===== src/hw/rtl/msp_gps_pkg.sv =====
`timescale 1ns / 1ps

package msp_gps_pkg;

  // Frame header and command bytes
  localparam logic [7:0] HDR_DOLLAR  = 8'h24;
  localparam logic [7:0] HDR_M       = 8'h4D;
  localparam logic [7:0] HDR_GT      = 8'h3E;
  localparam logic [7:0] CMD_RAW_GPS = 8'd106;

  // Number of payload bytes kept for the GPS decode
  localparam int unsigned GPS_LEN   = 16;
  localparam int unsigned GPS_IDX_W = 4;

  // Depth of the queue between classifier and executor
  localparam int unsigned QUEUE_DEPTH = 2;

  // Kind of a byte that the classifier hands on
  typedef enum logic [1:0] {
    KIND_SIZE = 2'd0,
    KIND_CMD  = 2'd1,
    KIND_DATA = 2'd2,
    KIND_CSUM = 2'd3
  } kind_e;

  // Result status codes
  typedef enum logic [1:0] {
    STAT_GPS_OK    = 2'd0,
    STAT_OTHER_OK  = 2'd1,
    STAT_CSUM_BAD  = 2'd2,
    STAT_GPS_SHORT = 2'd3
  } status_e;

  // One classified byte
  typedef struct packed {
    kind_e                  kind;
    logic [7:0]             data;
    logic [GPS_IDX_W-1:0]   idx;          // payload slot for stored data bytes
    logic                   store;        // data byte lands in the payload store
    logic                   short_frame;  // csum byte of a frame below GPS_LEN
  } op_t;

endpackage


===== src/hw/rtl/msp_gps_front.sv =====
`timescale 1ns / 1ps

module msp_gps_front (
  input  logic               clk_i,
  input  logic               rst_ni,
  input  logic               in_valid_i,
  input  logic               in_ready_i,
  input  logic [7:0]         rx_byte_i,
  output logic               push_o,
  output msp_gps_pkg::op_t   op_o
);

  // Frame phase codes
  localparam logic [2:0] PH_IDLE = 3'd0;
  localparam logic [2:0] PH_M    = 3'd1;
  localparam logic [2:0] PH_GT   = 3'd2;
  localparam logic [2:0] PH_SIZE = 3'd3;
  localparam logic [2:0] PH_CMD  = 3'd4;
  localparam logic [2:0] PH_DATA = 3'd5;
  localparam logic [2:0] PH_CSUM = 3'd6;

  logic [2:0] phase_q, phase_d;
  logic [7:0] size_q, size_d;
  logic [7:0] count_q, count_d;
  logic [7:0] count_inc;
  logic       xfer;

  assign xfer      = in_valid_i && in_ready_i;
  assign count_inc = count_q + 8'd1;

  // Phase tracking and classification of each transfer
  always_comb begin
    phase_d          = phase_q;
    size_d           = size_q;
    count_d          = count_q;
    push_o           = 1'b0;
    op_o.kind        = msp_gps_pkg::KIND_DATA;
    op_o.data        = rx_byte_i;
    op_o.idx         = count_q[msp_gps_pkg::GPS_IDX_W-1:0];
    op_o.store       = (count_q < 8'(msp_gps_pkg::GPS_LEN));
    op_o.short_frame = (size_q < 8'(msp_gps_pkg::GPS_LEN));
    if (xfer) begin
      unique case (phase_q)
        PH_IDLE: begin
          if (rx_byte_i == msp_gps_pkg::HDR_DOLLAR) phase_d = PH_M;
        end
        PH_M: begin
          priority if (rx_byte_i == msp_gps_pkg::HDR_M) phase_d = PH_GT;
          else if (rx_byte_i == msp_gps_pkg::HDR_DOLLAR) phase_d = PH_M;
          else phase_d = PH_IDLE;
        end
        PH_GT: begin
          priority if (rx_byte_i == msp_gps_pkg::HDR_GT) phase_d = PH_SIZE;
          else if (rx_byte_i == msp_gps_pkg::HDR_DOLLAR) phase_d = PH_M;
          else phase_d = PH_IDLE;
        end
        PH_SIZE: begin
          size_d    = rx_byte_i;
          count_d   = 8'd0;
          phase_d   = PH_CMD;
          push_o    = 1'b1;
          op_o.kind = msp_gps_pkg::KIND_SIZE;
        end
        PH_CMD: begin
          phase_d   = (size_q == 8'd0) ? PH_CSUM : PH_DATA;
          push_o    = 1'b1;
          op_o.kind = msp_gps_pkg::KIND_CMD;
        end
        PH_DATA: begin
          count_d   = count_inc;
          if (count_inc >= size_q) phase_d = PH_CSUM;
          push_o    = 1'b1;
          op_o.kind = msp_gps_pkg::KIND_DATA;
        end
        PH_CSUM: begin
          phase_d   = PH_IDLE;
          push_o    = 1'b1;
          op_o.kind = msp_gps_pkg::KIND_CSUM;
        end
        default: phase_d = PH_IDLE;
      endcase
    end
  end

  always_ff @(posedge clk_i or negedge rst_ni) begin
    if (!rst_ni) begin
      phase_q <= PH_IDLE;
      size_q  <= 8'd0;
      count_q <= 8'd0;
    end else begin
      phase_q <= phase_d;
      size_q  <= size_d;
      count_q <= count_d;
    end
  end

endmodule


===== src/hw/rtl/msp_gps_fifo.sv =====
`timescale 1ns / 1ps

module msp_gps_fifo #(
  parameter int unsigned Depth = msp_gps_pkg::QUEUE_DEPTH
) (
  input  logic               clk_i,
  input  logic               rst_ni,
  input  logic               push_i,
  input  msp_gps_pkg::op_t   push_op_i,
  output logic               ready_o,
  input  logic               pop_i,
  output logic               valid_o,
  output msp_gps_pkg::op_t   pop_op_o
);

  localparam int unsigned PtrW = (Depth > 1) ? $clog2(Depth) : 1;
  localparam int unsigned CntW = $clog2(Depth + 1);

  msp_gps_pkg::op_t  mem_q [Depth];
  logic [PtrW-1:0]   wr_ptr_q, rd_ptr_q;
  logic [CntW-1:0]   count_q;
  logic              do_push, do_pop;

  assign ready_o  = (count_q != CntW'(Depth));
  assign valid_o  = (count_q != '0);
  assign pop_op_o = mem_q[rd_ptr_q];
  assign do_push  = push_i && ready_o;
  assign do_pop   = pop_i && valid_o;

  // Entry storage
  always_ff @(posedge clk_i) begin
    if (do_push) mem_q[wr_ptr_q] <= push_op_i;
  end

  // Pointers and fill count
  always_ff @(posedge clk_i or negedge rst_ni) begin
    if (!rst_ni) begin
      wr_ptr_q <= '0;
      rd_ptr_q <= '0;
      count_q  <= '0;
    end else begin
      if (do_push) begin
        wr_ptr_q <= (wr_ptr_q == PtrW'(Depth - 1)) ? '0 : wr_ptr_q + PtrW'(1);
      end
      if (do_pop) begin
        rd_ptr_q <= (rd_ptr_q == PtrW'(Depth - 1)) ? '0 : rd_ptr_q + PtrW'(1);
      end
      if (do_push && !do_pop) count_q <= count_q + CntW'(1);
      else if (do_pop && !do_push) count_q <= count_q - CntW'(1);
    end
  end

endmodule


===== src/hw/rtl/msp_gps_back.sv =====
`timescale 1ns / 1ps

module msp_gps_back (
  input  logic                clk_i,
  input  logic                rst_ni,
  input  logic                valid_i,
  input  msp_gps_pkg::op_t    op_i,
  output logic                pop_o,
  output logic                out_valid_o,
  input  logic                out_ready_i,
  output logic [1:0]          frame_status_o,
  output logic [7:0]          command_code_o,
  output logic signed [31:0]  latitude_o,
  output logic signed [31:0]  longitude_o,
  output logic signed [15:0]  altitude_o,
  output logic [15:0]         ground_speed_o,
  output logic [15:0]         track_angle_o
);

  logic [7:0]  xor_q;
  logic [7:0]  cmd_q;
  logic [7:0]  payload_q [msp_gps_pkg::GPS_LEN];
  logic        out_valid_q;
  logic        out_free;
  logic        is_csum;
  msp_gps_pkg::status_e status;

  assign out_free = !out_valid_q || out_ready_i;
  assign is_csum  = (op_i.kind == msp_gps_pkg::KIND_CSUM);
  assign pop_o    = valid_i && (!is_csum || out_free);
  assign out_valid_o = out_valid_q;

  // Verdict on the checksum byte
  always_comb begin
    priority if (op_i.data != xor_q) status = msp_gps_pkg::STAT_CSUM_BAD;
    else if (cmd_q != msp_gps_pkg::CMD_RAW_GPS) status = msp_gps_pkg::STAT_OTHER_OK;
    else if (op_i.short_frame) status = msp_gps_pkg::STAT_GPS_SHORT;
    else status = msp_gps_pkg::STAT_GPS_OK;
  end

  // Payload store, written by data bytes only
  always_ff @(posedge clk_i) begin
    if (pop_o && op_i.kind == msp_gps_pkg::KIND_DATA && op_i.store) begin
      payload_q[op_i.idx] <= op_i.data;
    end
  end

  // Running checksum and command
  always_ff @(posedge clk_i or negedge rst_ni) begin
    if (!rst_ni) begin
      xor_q <= 8'd0;
      cmd_q <= 8'd0;
    end else if (pop_o) begin
      unique case (op_i.kind)
        msp_gps_pkg::KIND_SIZE: xor_q <= op_i.data;
        msp_gps_pkg::KIND_CMD: begin
          xor_q <= xor_q ^ op_i.data;
          cmd_q <= op_i.data;
        end
        msp_gps_pkg::KIND_DATA: xor_q <= xor_q ^ op_i.data;
        msp_gps_pkg::KIND_CSUM: ;
        default: ;
      endcase
    end
  end

  // Output register handshake
  always_ff @(posedge clk_i or negedge rst_ni) begin
    if (!rst_ni) begin
      out_valid_q <= 1'b0;
    end else if (pop_o && is_csum) begin
      out_valid_q <= 1'b1;
    end else if (out_ready_i) begin
      out_valid_q <= 1'b0;
    end
  end

  // Result payload; fields decoded little-endian from the store, zero unless the status is GPS OK
  always_ff @(posedge clk_i) begin
    if (pop_o && is_csum) begin
      frame_status_o <= status;
      command_code_o <= cmd_q;
      if (status == msp_gps_pkg::STAT_GPS_OK) begin
        latitude_o     <= {payload_q[5], payload_q[4], payload_q[3], payload_q[2]};
        longitude_o    <= {payload_q[9], payload_q[8], payload_q[7], payload_q[6]};
        altitude_o     <= {payload_q[11], payload_q[10]};
        ground_speed_o <= {payload_q[13], payload_q[12]};
        track_angle_o  <= {payload_q[15], payload_q[14]};
      end else begin
        latitude_o     <= '0;
        longitude_o    <= '0;
        altitude_o     <= '0;
        ground_speed_o <= '0;
        track_angle_o  <= '0;
      end
    end
  end

endmodule


===== src/hw/rtl/msp_response_gps_parser.sv =====
`timescale 1ns / 1ps
// Channel   Direction  Handshake               Payload
// rx        in         in_valid_i/in_ready_o   rx_byte_i
// result    out        out_valid_o/out_ready_i frame_status_o, command_code_o, latitude_o,
//                                              longitude_o, altitude_o, ground_speed_o,
//                                              track_angle_o
// One byte per cycle is taken while in_ready_o is high; out_valid_o rises once the checksum byte
// has passed the queue entry and then the output register. Header bytes stop in the classifier.
// Reset (rst_ni low) returns to waiting for the '$' header; payload store is not cleared.
// A stalled result only holds back checksum bytes; the queue of QueueDepth entries
// absorbs the rest before in_ready_o drops.

module msp_response_gps_parser #(
  parameter int unsigned QueueDepth = msp_gps_pkg::QUEUE_DEPTH
) (
  input  logic               clk_i,
  input  logic               rst_ni,
  input  logic               in_valid_i,
  output logic               in_ready_o,
  input  logic [7:0]         rx_byte_i,
  output logic               out_valid_o,
  input  logic               out_ready_i,
  output logic [1:0]         frame_status_o,
  output logic [7:0]         command_code_o,
  output logic signed [31:0] latitude_o,
  output logic signed [31:0] longitude_o,
  output logic signed [15:0] altitude_o,
  output logic [15:0]        ground_speed_o,
  output logic [15:0]        track_angle_o
);

  logic             push;
  msp_gps_pkg::op_t push_op;
  logic             q_valid;
  logic             pop;
  msp_gps_pkg::op_t pop_op;

  // Classifier
  msp_gps_front u_front (
    .clk_i      (clk_i),
    .rst_ni     (rst_ni),
    .in_valid_i (in_valid_i),
    .in_ready_i (in_ready_o),
    .rx_byte_i  (rx_byte_i),
    .push_o     (push),
    .op_o       (push_op)
  );

  // Queue between classifier and executor
  msp_gps_fifo #(
    .Depth (QueueDepth)
  ) u_fifo (
    .clk_i     (clk_i),
    .rst_ni    (rst_ni),
    .push_i    (push),
    .push_op_i (push_op),
    .ready_o   (in_ready_o),
    .pop_i     (pop),
    .valid_o   (q_valid),
    .pop_op_o  (pop_op)
  );

  // Executor and result register
  msp_gps_back u_back (
    .clk_i          (clk_i),
    .rst_ni         (rst_ni),
    .valid_i        (q_valid),
    .op_i           (pop_op),
    .pop_o          (pop),
    .out_valid_o    (out_valid_o),
    .out_ready_i    (out_ready_i),
    .frame_status_o (frame_status_o),
    .command_code_o (command_code_o),
    .latitude_o     (latitude_o),
    .longitude_o    (longitude_o),
    .altitude_o     (altitude_o),
    .ground_speed_o (ground_speed_o),
    .track_angle_o  (track_angle_o)
  );

endmodule


===== config.mk =====
export PLATFORM = sky130hd
export DESIGN_NAME = msp_response_gps_parser
export DESIGN_NICKNAME = d
export VERILOG_FILES = /design/src/hw/rtl/msp_gps_pkg.sv /design/src/hw/rtl/msp_gps_front.sv /design/src/hw/rtl/msp_gps_fifo.sv /design/src/hw/rtl/msp_gps_back.sv /design/src/hw/rtl/msp_response_gps_parser.sv
export SDC_FILE = /design/constraint.sdc
export NUM_CORES = 1
export LEC_CHECK = 0
export ABC_AREA = 1
export BUFFER_PORTS_ARGS = -buffer_cell sky130_fd_sc_hd__clkbuf_2
export CORE_MARGIN = 2
export CORE_UTILIZATION = 30
export CTS_CLUSTER_DIAMETER = 200
export DETAILED_ROUTE_END_ITERATION = 16
export GPL_ROUTABILITY_DRIVEN = 0
export HOLD_SLACK_MARGIN = 0.1
export PLACE_DENSITY = 0.56
export SETUP_SLACK_MARGIN = 0.02
export SYNTH_ARGS = -nofsm -noshare
export SYNTH_HDL_FRONTEND = slang
export SYNTH_HIERARCHICAL = 1
export SYNTH_SLANG_ARGS = --single-unit
export TNS_END_PERCENT = 1

===== constraint.sdc =====
create_clock -name clk_i -period 4.9 [get_ports clk_i]
set_input_delay 0.98 -clock clk_i [delete_from_list [all_inputs] [get_ports clk_i]]
set_output_delay 0.98 -clock clk_i [all_outputs]
set_load 0.05 [all_outputs]

==> metrics.yaml <==
logic_synthesis:
  syn_area_per_cell_sq_um: 13.1
  async_reset_ff_share_pct: 13.1
  post-synth-top-area-cell: "edfxtp_1"
  yosysMostFrequentCell: "edfxtp_1"
  yosys_warnings: 6
  synthTopCellsByCount: "266 x edfxtp_1, 174 x inv_1, 165 x nand2_1"
  netlist_area_sq_um: 12800
  ys_seq_area_share_pct: 70.5
  synth_cell_type_count: 36
  syn_inst: 975
  synth_edf_count: 266
  ys_seq_elements: 306
  synth_ff_type: "edfxtp_1"
  synth_area_leaders: "edfxtp_1 63%, dfrtp_1 7.8%, nor2_4 7.3%"
  yosysTopAreaCellShare_pct: 62.6
  syn_nets: 1000
global_routing:
  antenna_found_initial: 0
  grt_overflow: 0
  grt_first_pass_wirelength_mm: 39.1
  grt_usage_pct: 11.3
  grt_max_degree: 70
  grt_pass1_vias: 6907
finish:
  n_fill_cell: 4062
  area_growth_pct: 16.2
  layout.nets: 1139
  multi_input_area_sq_um: 2680
  register_area_sq_um: 8990
  final_cells: 1677
  drive_above_1_share_pct: 26.4
  diodes: 0
timing:
  finalMaxSlewViolations: 0
  max_slew.worst_pin.slew_ns: 1.05
  fmax_mhz: 304
  skew_ns: 0.0215
  rsz0062_at_grt: "false"
  hold_ws_ns: 0.489
  fin_setup_tns_ns: 0
  max-slew-margin-rel_pct: 29.8
  setup_violations: 0
  period_share_pct: 67.2
  fin_ws_ns: 1.61
  period_needed_ns: 3.29
  finalHoldViolCount: 0
detailed_routing:
  firstDrtPassIters: 5
  drt_iter0_markers: 538
  postRouteAntennaNets: 0
  viasPerCell: 4.15
  drt-total-wl_mm: 24.9
  wire_per_inst_microns: 14.9
  drc: 0
  vias: 6962
worst_setup_path:
  reg2reg_depth: 11
  startpoint_type: "flop"
  required_ns: 5.20
  timing.rr.end: "u_back/track_angle_o[9]"
  max_stage_delay_ns: 0.65
  cp_max_fo: 25
  slowest_stage: "nand2_1"
  rrSetupSlack_ns: 1.61
  crit_top_cell: "nand2_1"
  worstSetupPathType: "reg2reg"
  worstSetupEndpointType: "flop"
  worstPathArrival_ns: 3.59
  r2r-start: "u_fifo/rd_ptr_q"
  cp_cell_sequence: "inv_8 -> nand2_1 -> nand2_1 -> inv_1 -> nand2_1 -> nand2_1 -> nand2_2 -> nor2_4 -> nand3_4 -> buf_4 -> nor2_1"
placed_design:
  dp.cells: 1620
  place_ws_ns: 1.49
  portBuffers: 135
  place_hpwl_mm: 16.8
cts:
  htreeDepth: 1
  clock_latency_ns: 0.57
  cts_tree: "built"
  clockBufferDepth: 3
  cts-root-buf: "clkbuf_16"
  cts_made_buffers: 31
  clkSinkCount: 306
  clk_pin_slew_ns: 0.06
  hold_buffers: 0
  post_cts_resized: 0
  cts_setup_buffers: 0
worst_hold_path:
  hold_depth: 0
  hold_end: "u_back/command_code_o[4]"
  min-delay-path-class: "reg2reg"
  hold_path_startpoint: "u_back/cmd_q[4]"
power:
  ir_drop_v: 0.000238
  power_leakage_uw: 0.00627
  p_per_area_nw_per_um2: 424
  power_frac_seq_pct: 49.7
  sw_frac_of_total_pct: 26.0
  internal_power_uw: 4650
  pwr-share-clk_pct: 38.0
  p_switching_uw: 1640
  p_comb_share_pct: 12.3
floorplan:
  ioPinCount: 136
  dieArea_sq_um: 44200
  dieWidth_microns: 210
  start_util_pct: 30.4
  die_h_microns: 210
  coreArea_sq_um: 41900
  rows: 75
run:
  cap_violations: 0
status:
  status: "complete, no violations"
[per-stage QoR]
step / power (uW) / area [sq um] / util, %
after floorplan: 3760 / 12800 / -
after global placement: 3940 / 13800 / 32.9
after detailed placement: 3960 / 13800 / 32.9
after CTS: 6360 / 14800 / 35.3
after global routing: 6600 / 14800 / 35.3
final: 6290 / 14800 / 35.3
[per-layer routing]
layer | track usage, % | vias up | part of all wire (%) | wire length (microns)
met5 | 0 | - | 0 | 0
met4 | 2.98 | 0 | 1.6 | 405
met3 | 1.91 | 29 | 5.0 | 1250
met2 | 19.2 | 164 | 48 | 12100
met1 | 15.2 | 3376 | 45 | 11200
li1 | - | 3393 | - | -
[cells by family after synthesis]
kind of cell / count (synthesis) / synth area share, %
xor+xnor: 7 / 0.540
flops: 306 / 70.5
simple gates: 384 / 17.3
compound gates: 48 / 1.95
buf+inv: 217 / 8.47
fa+ha+maj: 13 / 1.28
[layout by cell type, fill, tap and decap left out, types with 2 or more instances in the layout]
cell type	instances
clkbuf_1	7
clkbuf_2	135
nor2_4	83
inv_1	173
nor2_2	3
a21oi_1	14
xor2_1	5
nor2_1	86
inv_8	2
edfxtp_1	266
nand2_1	165
nor3_1	2
inv_2	6
buf_4	5
buf_12	2
clkinv_2	6
nand4_1	2
clkinv_1	4
nand2_4	3
clkbuf_16	31
o21ai_1	19
ha_1	13
o21ai_0	11
clkinvlp_4	2
nand2_2	10
nand3_1	25
o22ai_1	2
dfrtp_1	40
bufinv_16	5
[cell type report]
class                      count  share of cell area (%)
clock buffer                  38                    5.41
clock inverter                19                    1.55
inverter                     181                    4.65
multi-input combinational    452                    18.1
sequential                   306                    60.6
tap                          539                    4.55
timing repair buffer         142                    5.08
[sequential cells by signal, indices dropped and copies added (netlist names)]
register               flops
u_back/xor_q               8
u_back/latitude_o         32
u_fifo/count_q             2
u_back/altitude_o         16
u_fifo/rd_ptr_q            1
u_back/longitude_o        32
u_back/cmd_q               8
u_fifo/mem_q              32
u_back/payload_q         112
u_back/frame_status_o      2
u_front/size_q             8
u_back/out_valid_o         1
u_back/command_code_o      8
u_fifo/wr_ptr_q            1
u_back/track_angle_o      16
u_front/phase_q            3
u_front/count_q            8
u_back/ground_speed_o     16
[critical path, delay by kind of cell (launching register included)]
family	cells	cell delay (ns)
AND/OR/NAND/NOR	8	1.46
buffers and inverters	3	0.93
flip-flops	1	0.63
[power groups by stage]
stage	sequential (uW)	clock (uW)	combinational [uW]
final	3130	2390	776
after detailed placement	3180	0	781
after floorplan	3130	0	628
after CTS	3130	2460	783
after global placement	3180	0	762
after global routing	3140	2560	899
[worst max path at each step]
stage | from | to | slack [ns] | cells past startpoint
2_1_floorplan | u_fifo/rd_ptr_q | u_back/altitude_o[0] | 0.77 | 10
3_3_place_gp | u_fifo/rd_ptr_q | u_back/track_angle_o[9] | 1.55 | 11
3_5_place_dp | u_fifo/rd_ptr_q | u_back/track_angle_o[9] | 1.49 | 11
4_1_cts | u_fifo/rd_ptr_q | u_back/track_angle_o[9] | 1.49 | 11
5_1_grt | u_fifo/rd_ptr_q | u_back/track_angle_o[8] | 1.24 | 10
6_report | u_fifo/rd_ptr_q | u_back/track_angle_o[9] | 1.61 | 11
No activity file was read; power rests on OpenSTA's default activity.
